File: src/design/bucketed_recency_cache_macros.svh
// Assertion macros for the bucketed recency cache.
`ifndef BUCKETED_RECENCY_CACHE_MACROS_SVH
`define BUCKETED_RECENCY_CACHE_MACROS_SVH

// same-cycle implication, sampled on clk, off during reset
`define BRC_ASSERT_NOW(lbl, ante, cons) \
	lbl: assert property (@(posedge clk) disable iff (!arst_n) (ante) |-> (cons)) \
		else $error("brc assertion failed");

// next-cycle implication
`define BRC_ASSERT_NEXT(lbl, ante, cons) \
	lbl: assert property (@(posedge clk) disable iff (!arst_n) (ante) |=> (cons)) \
		else $error("brc assertion failed");

`endif

File: src/design/brc_pkg.sv
// Shared types and constants of the bucketed recency cache.
`default_nettype none
package brc_pkg;
	localparam int BUCKETS    = 4;
	localparam int SLOTS      = 8;
	localparam int BKT_W      = 2;
	localparam int SLOT_W     = 3;
	localparam int FILL_W     = 4;
	localparam int ADDR_W     = BKT_W + SLOT_W;
	localparam int KEY_W      = 32;
	localparam int LEN_W      = 16;
	localparam int DATA_W     = 64;
	localparam int TOT_W      = 33;
	localparam int CNT_W      = 6;
	localparam int RND_W      = 17;
	localparam int LFSR_W     = 16;
	localparam logic [RND_W-1:0]  MAX_ROUNDS = 17'd65536;
	localparam logic [LFSR_W-1:0] LFSR_TAPS  = 16'hB400;
	localparam logic [31:0] CAP_RESET  = 32'd65536;
	localparam logic [LFSR_W-1:0] SEED_RESET = 16'd1;
	localparam logic REG_CAP  = 1'b0;
	localparam logic REG_SEED = 1'b1;

	typedef struct packed {
		logic load;
		logic srch_rd;
		logic srch_cmp;
		logic promote;
		logic own_victim;
		logic ev_rd;
		logic ev_do;
		logic append;
		logic pick;
		logic finish;
	} brc_cmd_t;

	typedef struct packed {
		logic bkt_empty;
		logic match;
		logic last;
		logic found;
		logic op;
		logic len_nz;
		logic bkt_full;
		logic over;
		logic victim_nz;
		logic out_free;
	} brc_stat_t;
endpackage
`default_nettype wire

File: src/design/brc_ctrl.sv
// Sequencer of the bucketed recency cache: search, promote, append, evict.
`default_nettype none
module brc_ctrl (
	input  wire logic               clk,
	input  wire logic               arst_n,
	input  wire logic               s_tvalid,
	output logic                    s_tready,
	input  wire brc_pkg::brc_stat_t st,
	output brc_pkg::brc_cmd_t       cmd
);
	localparam logic [3:0] ST_IDLE   = 4'd0;
	localparam logic [3:0] ST_SRD    = 4'd1;
	localparam logic [3:0] ST_SCMP   = 4'd2;
	localparam logic [3:0] ST_DECIDE = 4'd3;
	localparam logic [3:0] ST_EVRD   = 4'd4;
	localparam logic [3:0] ST_EVDO   = 4'd5;
	localparam logic [3:0] ST_APPEND = 4'd6;
	localparam logic [3:0] ST_LOOP   = 4'd7;
	localparam logic [3:0] ST_PCHK   = 4'd8;
	localparam logic [3:0] ST_DONE   = 4'd9;

	logic [3:0] state_q, state_d;
	logic       pend_q, pend_d;  // own-bucket eviction still owes the append

	assign s_tready = (state_q == ST_IDLE);

	always_comb begin
		state_d = state_q;
		pend_d  = pend_q;
		cmd     = '0;
		unique case (state_q)
			ST_IDLE: begin
				if (s_tvalid) begin
					cmd.load = 1'b1;
					state_d  = ST_SRD;
				end
			end
			ST_SRD: begin
				if (st.bkt_empty) begin
					state_d = ST_DECIDE;
				end else begin
					cmd.srch_rd = 1'b1;
					state_d     = ST_SCMP;
				end
			end
			ST_SCMP: begin
				cmd.srch_cmp = 1'b1;
				if (st.match || st.last) state_d = ST_DECIDE;
				else state_d = ST_SRD;
			end
			ST_DECIDE: begin
				if (!st.op || st.found) begin
					cmd.promote = st.op;
					state_d     = ST_DONE;
				end else if (!st.len_nz) begin
					state_d = ST_DONE;
				end else if (st.bkt_full) begin
					cmd.own_victim = 1'b1;
					pend_d         = 1'b1;
					state_d        = ST_EVRD;
				end else begin
					state_d = ST_APPEND;
				end
			end
			ST_EVRD: begin
				cmd.ev_rd = 1'b1;
				state_d   = ST_EVDO;
			end
			ST_EVDO: begin
				cmd.ev_do = 1'b1;
				pend_d    = 1'b0;
				state_d   = pend_q ? ST_APPEND : ST_LOOP;
			end
			ST_APPEND: begin
				cmd.append = 1'b1;
				state_d    = ST_LOOP;
			end
			ST_LOOP: begin
				if (st.over) begin
					cmd.pick = 1'b1;
					state_d  = ST_PCHK;
				end else begin
					state_d = ST_DONE;
				end
			end
			ST_PCHK: begin
				state_d = st.victim_nz ? ST_EVRD : ST_LOOP;
			end
			ST_DONE: begin
				if (st.out_free) begin
					cmd.finish = 1'b1;
					state_d    = ST_IDLE;
				end
			end
			default: state_d = ST_IDLE;
		endcase
	end

	always_ff @(posedge clk or negedge arst_n) begin
		if (!arst_n) begin
			state_q <= ST_IDLE;
			pend_q  <= 1'b0;
		end else begin
			state_q <= state_d;
			pend_q  <= pend_d;
		end
	end
endmodule
`default_nettype wire

File: config.mk
export PLATFORM = sky130hd
export DESIGN_NAME = brc_ctrl
export DESIGN_NICKNAME = d
export VERILOG_FILES = /design/src/design/bucketed_recency_cache_macros.svh /design/src/design/brc_pkg.sv /design/src/design/brc_ctrl.sv
export SDC_FILE = /design/constraint.sdc
export NUM_CORES = 1
export LEC_CHECK = 0
export BUFFER_PORTS_ARGS = -buffer_cell sky130_fd_sc_hd__buf_2
export CAP_MARGIN = 40
export CELL_PAD_IN_SITES_DETAIL_PLACEMENT = 1
export CELL_PAD_IN_SITES_GLOBAL_PLACEMENT = 2
export CORE_MARGIN = 1.5
export CORE_UTILIZATION = 20
export CTS_CLUSTER_SIZE = 10
export DETAILED_ROUTE_END_ITERATION = 8
export PLACE_DENSITY_LB_ADDON = 0.1
export REMOVE_ABC_BUFFERS = 1
export SLEW_MARGIN = 20
export SYNTH_ARGS = -nofsm -noshare
export SYNTH_HDL_FRONTEND = slang
export SYNTH_SLANG_ARGS = --single-unit
File: constraint.sdc
create_clock -name clk -period 1.3 [get_ports clk]
set_input_delay 0.065 -clock clk [delete_from_list [all_inputs] [get_ports clk]]
set_output_delay 0.065 -clock clk [all_outputs]
set_load 0.01 [all_outputs]
# Yosys cells after proc, flatten, opt, wreduce, memory -nomap -nowiden
# Index checks and enable logic that the tools add are counted.
# W data, S select, Z words.
[totals]
ff_bits = 5
out_inout_bits = 11
elab_cells = 55
[classes]
reduce_logical = 7
eq_ne = 14
muxes = 32
[ops]
columns = ["operator", "count"]
rows = [
  ["$pmux W4 S10", 1],
  ["$mux W1", 22],
  ["$eq A4 B3 Y1 const B", 4],
  ["$mux W4", 4],
  ["$ne A2 B2 Y1 const B", 5],
  ["$eq A4 B2 Y1 const B", 2],
  ["$eq A4 B4 Y1 const B", 2],
  ["$mux W2", 4],
  ["$eq A4 B1 Y1 const B", 1],
  ["$logic_not A4 Y1", 1],
  ["$reduce_and A4 Y1", 1],
  ["$logic_or A1 B1 Y1", 2],
  ["$pmux W1 S2", 1],
  ["$reduce_and A2 Y1", 1],
  ["$reduce_bool A2 Y1", 1],
  ["$logic_not A1 Y1", 1],
]

# Depth between registers and ports, before layout
# Gate-level depths: netlist (run 1).
[depth]
ltp_word = 4
depth_mapped = 6

# Worst setup path after synthesis (run 1)
# Ideal clock, no wire load.
[synth_timing]
path_kind = "register to register"
start = "register state_q[2]"
end = "register pend_q"
path_stages_with_launch = 7
t_arrival_ns = 1.305
period_less_slack_ns = 1.374
setup_ns = 0.069
setup_slack_ns = -0.074
path_buffers = 2
path_cell_list = "dfrtp_1 > buf_6 > or2_1 > buf_6 > nor4_4 > nor2_2 > nor2_2"
[synth_between]
elab_chain_len = 3
word_cells_on_any_way = 8
classes_between = "5 x eq/ne; 1 x mux; 2 x reduce/logical"
[synth_rtl]
columns = ["item", "line_no", "source"]
rows = [
  ["start, declared", "brc_ctrl.sv:22", "logic [3:0] state_q, state_d;"],
  ["start signal, assigned", "brc_ctrl.sv:104", "state_q <= state_d;"],
  ["$eq A4 B2 Y1 or $eq A4 B3 Y1 (tied branches)", "brc_ctrl.sv:31", "unique case (state_q)"],
  ["$ne A2 B2 Y1 (no source line) or $reduce_bool A2 Y1 (tied branches)", "n/a", ""],
  ["$reduce_and A4 Y1 (no source line)", "n/a", ""],
  ["end signal, assigned", "brc_ctrl.sv:105", "pend_q <= pend_d;"],
  ["end, declared", "brc_ctrl.sv:23", "logic pend_q, pend_d;"],
]
# Several ways; a longest one is shown, not always the timed one.
# A chain may end at the register's enable or synchronous reset.

==> results of run 1 <==
[worst max path at each step]
stage                from          to  slack, ns
3_5_place_dp   state_q[3]  state_q[0]      -0.09
4_1_cts        state_q[3]      cmd[5]      -0.20
2_1_floorplan  state_q[1]  state_q[0]      -0.06
5_1_grt        state_q[2]      cmd[9]      -0.24
3_3_place_gp   state_q[3]  state_q[0]      -0.07
6_report       state_q[2]      cmd[9]      -0.17
[cell type report]
| cell class | count | share of cell area |
|---|---|---|
| multi-input cells | 47 | 0.423 |
| repair buffers | 53 | 0.386 |
| flip-flops and latches | 5 | 0.125 |
| well taps | 28 | 0.0336 |
| clock buffers | 4 | 0.0252 |
| inverters | 2 | 0.00719 |
[power by group through the flow]
stage | sequential, mW | combinational, mW | clock [mW]
2_1_floorplan | 0.354 | 0.443 | 0
3_3_place_gp | 0.314 | 0.932 | 0
6_report | 0.323 | 1.76 | 0.181
4_1_cts | 0.326 | 1.25 | 0.183
3_5_place_dp | 0.311 | 0.923 | 0
5_1_grt | 0.329 | 1.87 | 0.195
[repair_timing]
| action | in CTS | in global routing |
|---|---|---|
| endpoints found under the hold margin | 5 | 0 |
| resized for setup | 22 | 27 |
| setup endpoints to repair | 12 | 16 |
| setup buffers | 10 | 10 |
| pin swaps | 7 | 12 |
| gates cloned | 0 | 0 |
| hold buffers | 1 | 0 |
[cell families after synthesis]
| family | Yosys count | synth area share |
|---|---|---|
| buffers and inverters | 7 | 0.0995 |
| AO/OA/AOI/OAI | 13 | 0.210 |
| flip-flops | 5 | 0.269 |
| AND/OR/NAND/NOR | 34 | 0.422 |
[synthesized netlist by cell type (2+ instances only)]
cell	number
nor2_1	8
o41ai_1	2
nor2_2	2
nand2_1	2
nor3_1	8
nand3_1	2
dfrtp_1	5
buf_6	2
nand2b_1	5
o21ai_1	2
a21oi_1	2
inv_1	2
[flip-flops by register name (all words and copies together), names as in the netlist]
name / flops
pend_q: 1
state_q: 4
[stage by stage]
| step | total power, mW | setup WS (ns) | utilization | setup TNS [ns] | std cells |
|---|---|---|---|---|---|
| after floorplan | 0.797 | -0.0566 | - | -0.0913 | 54 |
| after global placement | 1.25 | -0.0671 | 0.298 | -0.0889 | 116 |
| after detailed placement | 1.23 | -0.0924 | 0.298 | -0.161 | 116 |
| after CTS | 1.76 | -0.198 | 0.383 | -1.47 | 130 |
| after global routing | 2.40 | -0.238 | 0.472 | -1.81 | 139 |
| final | 2.27 | -0.175 | 0.472 | -1.08 | 139 |
[layer usage]
layer,track usage,up-vias
met5,0,-
met4,0.0526,0
met3,0.00585,0
met2,0.262,12
met1,0.174,325
li1,-,319
==> summary.md, run 1 <==
| Metric | Value |
|---|---|
| Status | finished, violations left |
| Failing checks | negative setup slack |
| Register bit total from synthesis | 5 |
| Std-Cell Rows | 17 |
| Period utilization | 1.13 |
| Setup Viol. Count Final | 12 |
| Final WL | 2170 um |
| Die area | 2630 um2 |
| Leakage | between 0.4 and 0.5 nW |
| Worst reg2reg path depth | 5 |
| Worst-path maximum fanout | 5 |
| Top routing layer in use | met3 |
| RSZ-0062 raised after global routing | yes |
| Clk pwr share | 0.080 |
| Final WS setup | -0.175 ns |
| Initial Utilization | 0.210 |
| Main area contributors after synthesis | dfrtp_1, nor3_1, nand2b_1, nor2_1, buf_6 |
| Later-pin clock latency in the skew report | between 0.2 and 0.25 ns |
| Io pins | 24 |
| Hold Slack | 0.0317 ns |
| Final nets | 125 |
| Asr flop ratio synth | 1.00 |
| Slew Viols, Final | 0 |
| CTS tree | done |
| Max Clock Freq | 678 MHz |
| Total GRT Usage | 0.142 |
| H-tree levels | 1 |
| Largest net degree at the start of global routing | 10 |
| Layout fillers | 263 |
| Storage cell area | 130 um2 |
| Final hold viol count | 0 |
| Final Critical Period | 1.47 ns |
| Switching power | 992 uW |
| Die Ht | just over 50 um |
| Crit Path Category | reg -> out |
| Antenna-violating nets left | 0 |
| Ys Warns | 0 |
| CP cell instances | or2_4, nor3_4, and2_1, buf_2 |
| Arrival time worst endpoint | 1.41 ns |
| Max-Cap Viols | 0 |
| Delay-heaviest family, CP | simple AND/OR/NAND/NOR gates |
| Hold_sp | st[3] |
| Reg clk slew, reported paths | 0.05 ns |
| Post-synth EDFFs | 0 |
| # diodes | 0 |
| Layout cells sized above 1 | 0.757 |
| Synth Cell Area | ~470 um2 |
| DR WL met2 | 1200 um |
| Hold Crit Class | in -> reg |
| Slew headroom | 0.756 |
| Most frequent cells in the layout | buf_2, buf_4, buf_6 |
| DR pass1 iterations | 4 |
| Worst path depth | 4 |
| Per-instance average area after synthesis | 7.89 um2 |
| Drt wl/cell | 15.6 um |
| RR Endpoint | state_q[0] |
| Post-synthesis cell count | 59 |
| Cts bufs inserted | 3 |
| Detailed-placement wirelength estimate | 1290 um |
| Global placer's final weighted congestion | 0.796 |
| Worst Clk Skew | roughly 0.0034 ns |
| Clock buffer depth | 2 |
| WHS Path Cells | 2 |
| P_int | 1.27 mW |
| Reg-to-reg slack, setup | -0.11 ns |
| Initial antenna violation count | 0 |
| Met3 routed WL | 60 um |
| Critical path required time | 1.24 ns |
| Remaining DRCs | 0 |
| Hold EP | state_q[1] |
| Cell taking the most area after synthesis | dfrtp_1 |
| GRT overflow | 0 |
| Port-buffer cells | 23 |
| Synth-to-Final Area Change | 124% |
| Routed vias | 656 |
| Die W | 51.2 um |
| First-pass GRT wire length | ~2800 um |
| Top_reg_cell synth | dfrtp_1 |
| Worst Path Buf+Inv | 1 |
| Least-Margin Pin Slew | 0.365 ns |
| DR iter-0 viols | 4 |
| Vias in the first global route | 604 |
| Worst setup SP type | flip-flop |
| Yosys cell types | 29 |
| Clk sinks | 5 |
| Vias per std cell | ~4.7 |
| Sequential share of power | 0.143 |
| Yosys top cell area share | 0.269 |
| Critical Path Sink Type | output port |
| Net Sw Frac | 0.438 |
| Cell Pwr Density | 2170 nW/um2 |
| Max VDD drop | 771 uV |
| Total core area | 2210 um2 |
| Root buffer cell | clkbuf_4 |
| Worst path max stage delay | 0.43 ns |
| Design Area, Final | 1040 um2 |
| Slowest-stage cell, CP | dfrtp_2 |
| Critical R2R Launch | state_q[0] |
| Sequential share of the synthesized area | 0.269 |
| Placed standard-cell area | 659 um2 |
| Footprint of the multi-input gates | 442 um2 |
| Commonest non-fill, non-tap cell in the layout | buf_2 |
| Metal-1 WL | 910 um |
| Logic pwr share | 0.778 |
No activity file was read; power rests on OpenSTA's default activity.
==> run 2, diff against run 1 <==
- CORE_UTILIZATION: 20 -> 24
- clock period: 1.3 -> 1.7 ns (I/O delays scaled with it)
==> run 2 against run 1 <==
Clock-buffer cell count did not move. Sequential cell count did not move. Cell count fell by 22%. The flow now finishes without violations. Total power fell by 58%. Critical endpoint is now cmd[5].
==> summary.md, run 2 (synthesis results as in run 1) <==
| Metric | Value |
|---|---|
| Status | completed |
| Die Ht | 47.0 um |
| Place WS | 0.238 ns |
| GRT overflow | 0 |
| First-pass GRT wire length | 2300 um |
| Cell Pwr Density | 1530 nW/um2 |
| Max reg flops | 4 |
| Worst path max stage delay | 0.47 ns |
| Crit Path Category | reg -> out |
| Detailed-placement wirelength estimate | 1080 um |
| Leakage | 0.295 nW |
| Std-Cell Rows | 15 |
| Layout cells sized above 1 | 0.417 |
| Largest Register | state_q |
| Final hold viol count | 0 |
| Largest registers | state_q x4, pend_q x1 |
| Final nets | between 90 and 100 |
| Initial antenna violation count | 0 |
| Remaining DRCs | 0 |
| Reg clk slew, reported paths | roughly 0.04 ns |
| Worst reg2reg path depth | 4 |
| Total GRT Usage | 0.150 |
| Die area | 2210 um2 |
| Setup Viol. Count Final | 0 |
| WHS Path Cells | 2 |
| Critical path required time | ~1.6 ns |
| Global placer's final weighted congestion | roughly 0.78 |
| Vias per std cell | about 4.9 |
| Clock buffer depth | 2 |
| Worst-path maximum fanout | 11 |
| Drt wl/cell | 12.2 um |
| Placed instance count | between 100 and 150 |
| Slew Viols, Final | 0 |
| Final cell count without fillers | between 100 and 150 |
| Slowest-stage cell, CP | dfrtp_2 |
| # diodes | 0 |
| Later-pin clock latency in the skew report | between 0.2 and 0.25 ns |
| Slew headroom | 0.731 |
| Die W | between 40 and 50 um |
| Synth-to-Final Area Change | 35.2% |
| Hold Crit Class | in -> reg |
| Most frequent cells in the layout | buf_2, nor2_1, nor3_1 |
| Max VDD drop | roughly 740 uV |
| Arrival time worst endpoint | approximately 1.5 ns |
| Post-route setup TNS | 0 ns |
| DR pass1 iterations | 3 |
| Max-Cap Viols | 0 |
| Worst Clk Skew | about 0.0013 ns |
| RSZ-0062 raised after global routing | no |
| CTS tree | done |
| Critical Path Sink Type | output port |
| Commonest non-fill, non-tap cell in the layout | buf_2 |
| Antenna-violating nets left | 0 |
| Final WS setup | 0.113 ns |
| Cts bufs inserted | 3 |
| Final WL | between 1000 and 1500 um |
| Root buffer cell | clkbuf_4 |
| Layout fillers | 234 |
| CP cell instances | or2_4, nor4_4, buf_2 |
| Max Clock Freq | 630 MHz |
| Vias in the first global route | 512 |
| Routed vias | 532 |
| Reg-to-reg slack, setup | 0.30 ns |
| Worst setup SP type | flip-flop |
| Largest net degree at the start of global routing | 14 |
| Clk sinks | 5 |
| Period utilization | 0.934 |
| Port-buffer cells | 23 |
| DR iter-0 viols | 5 |
| H-tree levels | 1 |
| Final Critical Period | 1.59 ns |
| Io pins | 24 |
| Initial Utilization | 0.261 |
| Total core area | 1780 um2 |
| Storage cell area | between 100 and 150 um2 |
| Least-Margin Pin Slew | 0.394 ns |
| Footprint of the multi-input gates | roughly 300 um2 |
## run 2: timing repair
action / CTS / global route
gates resized for setup: 1 / 2
hold endpoints to repair: 5 / 0
buffers inserted: 0 / 0
setup endpoints to repair: 1 / 1
hold buffers: 1 / 0
## run 2: through the flow
step	power (mW)	hold slack (ns)	area, um2	util
detailed placement	0.819	-0.0975	588	0.330
global route	1.08	0.0468	629	0.353
floorplan	0.609	-0.211	427	-
finish	0.963	0.0618	629	0.353
global placement	0.828	-0.0977	588	0.330
CTS	0.977	0.0567	627	0.352
## run 2: final timing paths
| check | endpoint | start |
|---|---|---|
| max | cmd[5] | state_q[2] |
| min | state_q[1] | st[3] |
| max reg2reg | state_q[0] | state_q[2] |
| min reg2reg | pend_q | pend_q |
| max in group asynchronous | state_q[3] | arst_n |
| min in group asynchronous | pend_q | arst_n |
## run 2: cell type report
cell class,count,share of cell area
Clock buffer,4,0.0417
Inverter,2,0.0119
Multi-Input combinational cell,47,0.471
Sequential cell,5,0.203
Tap cell,25,0.0497
Timing Repair Buffer,26,0.223
## run 2: power by group
group,switching (mW),internal [mW],total (mW)
logic,0.320,0.255,0.575
clock network,0.0469,0.0886,0.136
registers,0.0798,0.173,0.252
## run 2: routing by layer
layer	GRT usage	share of wire
met5	0	0
met4	0.0500	0
met3	0.0462	0.046
met2	0.227	0.46
met1	0.203	0.50
## run 2: worst max-delay path, delay by kind of cell, from the launching register on
kind	cells	cell delay [ns]
buffers and inverters	1	0.18
and+or+nand+nor	2	0.62
DFF	1	0.47
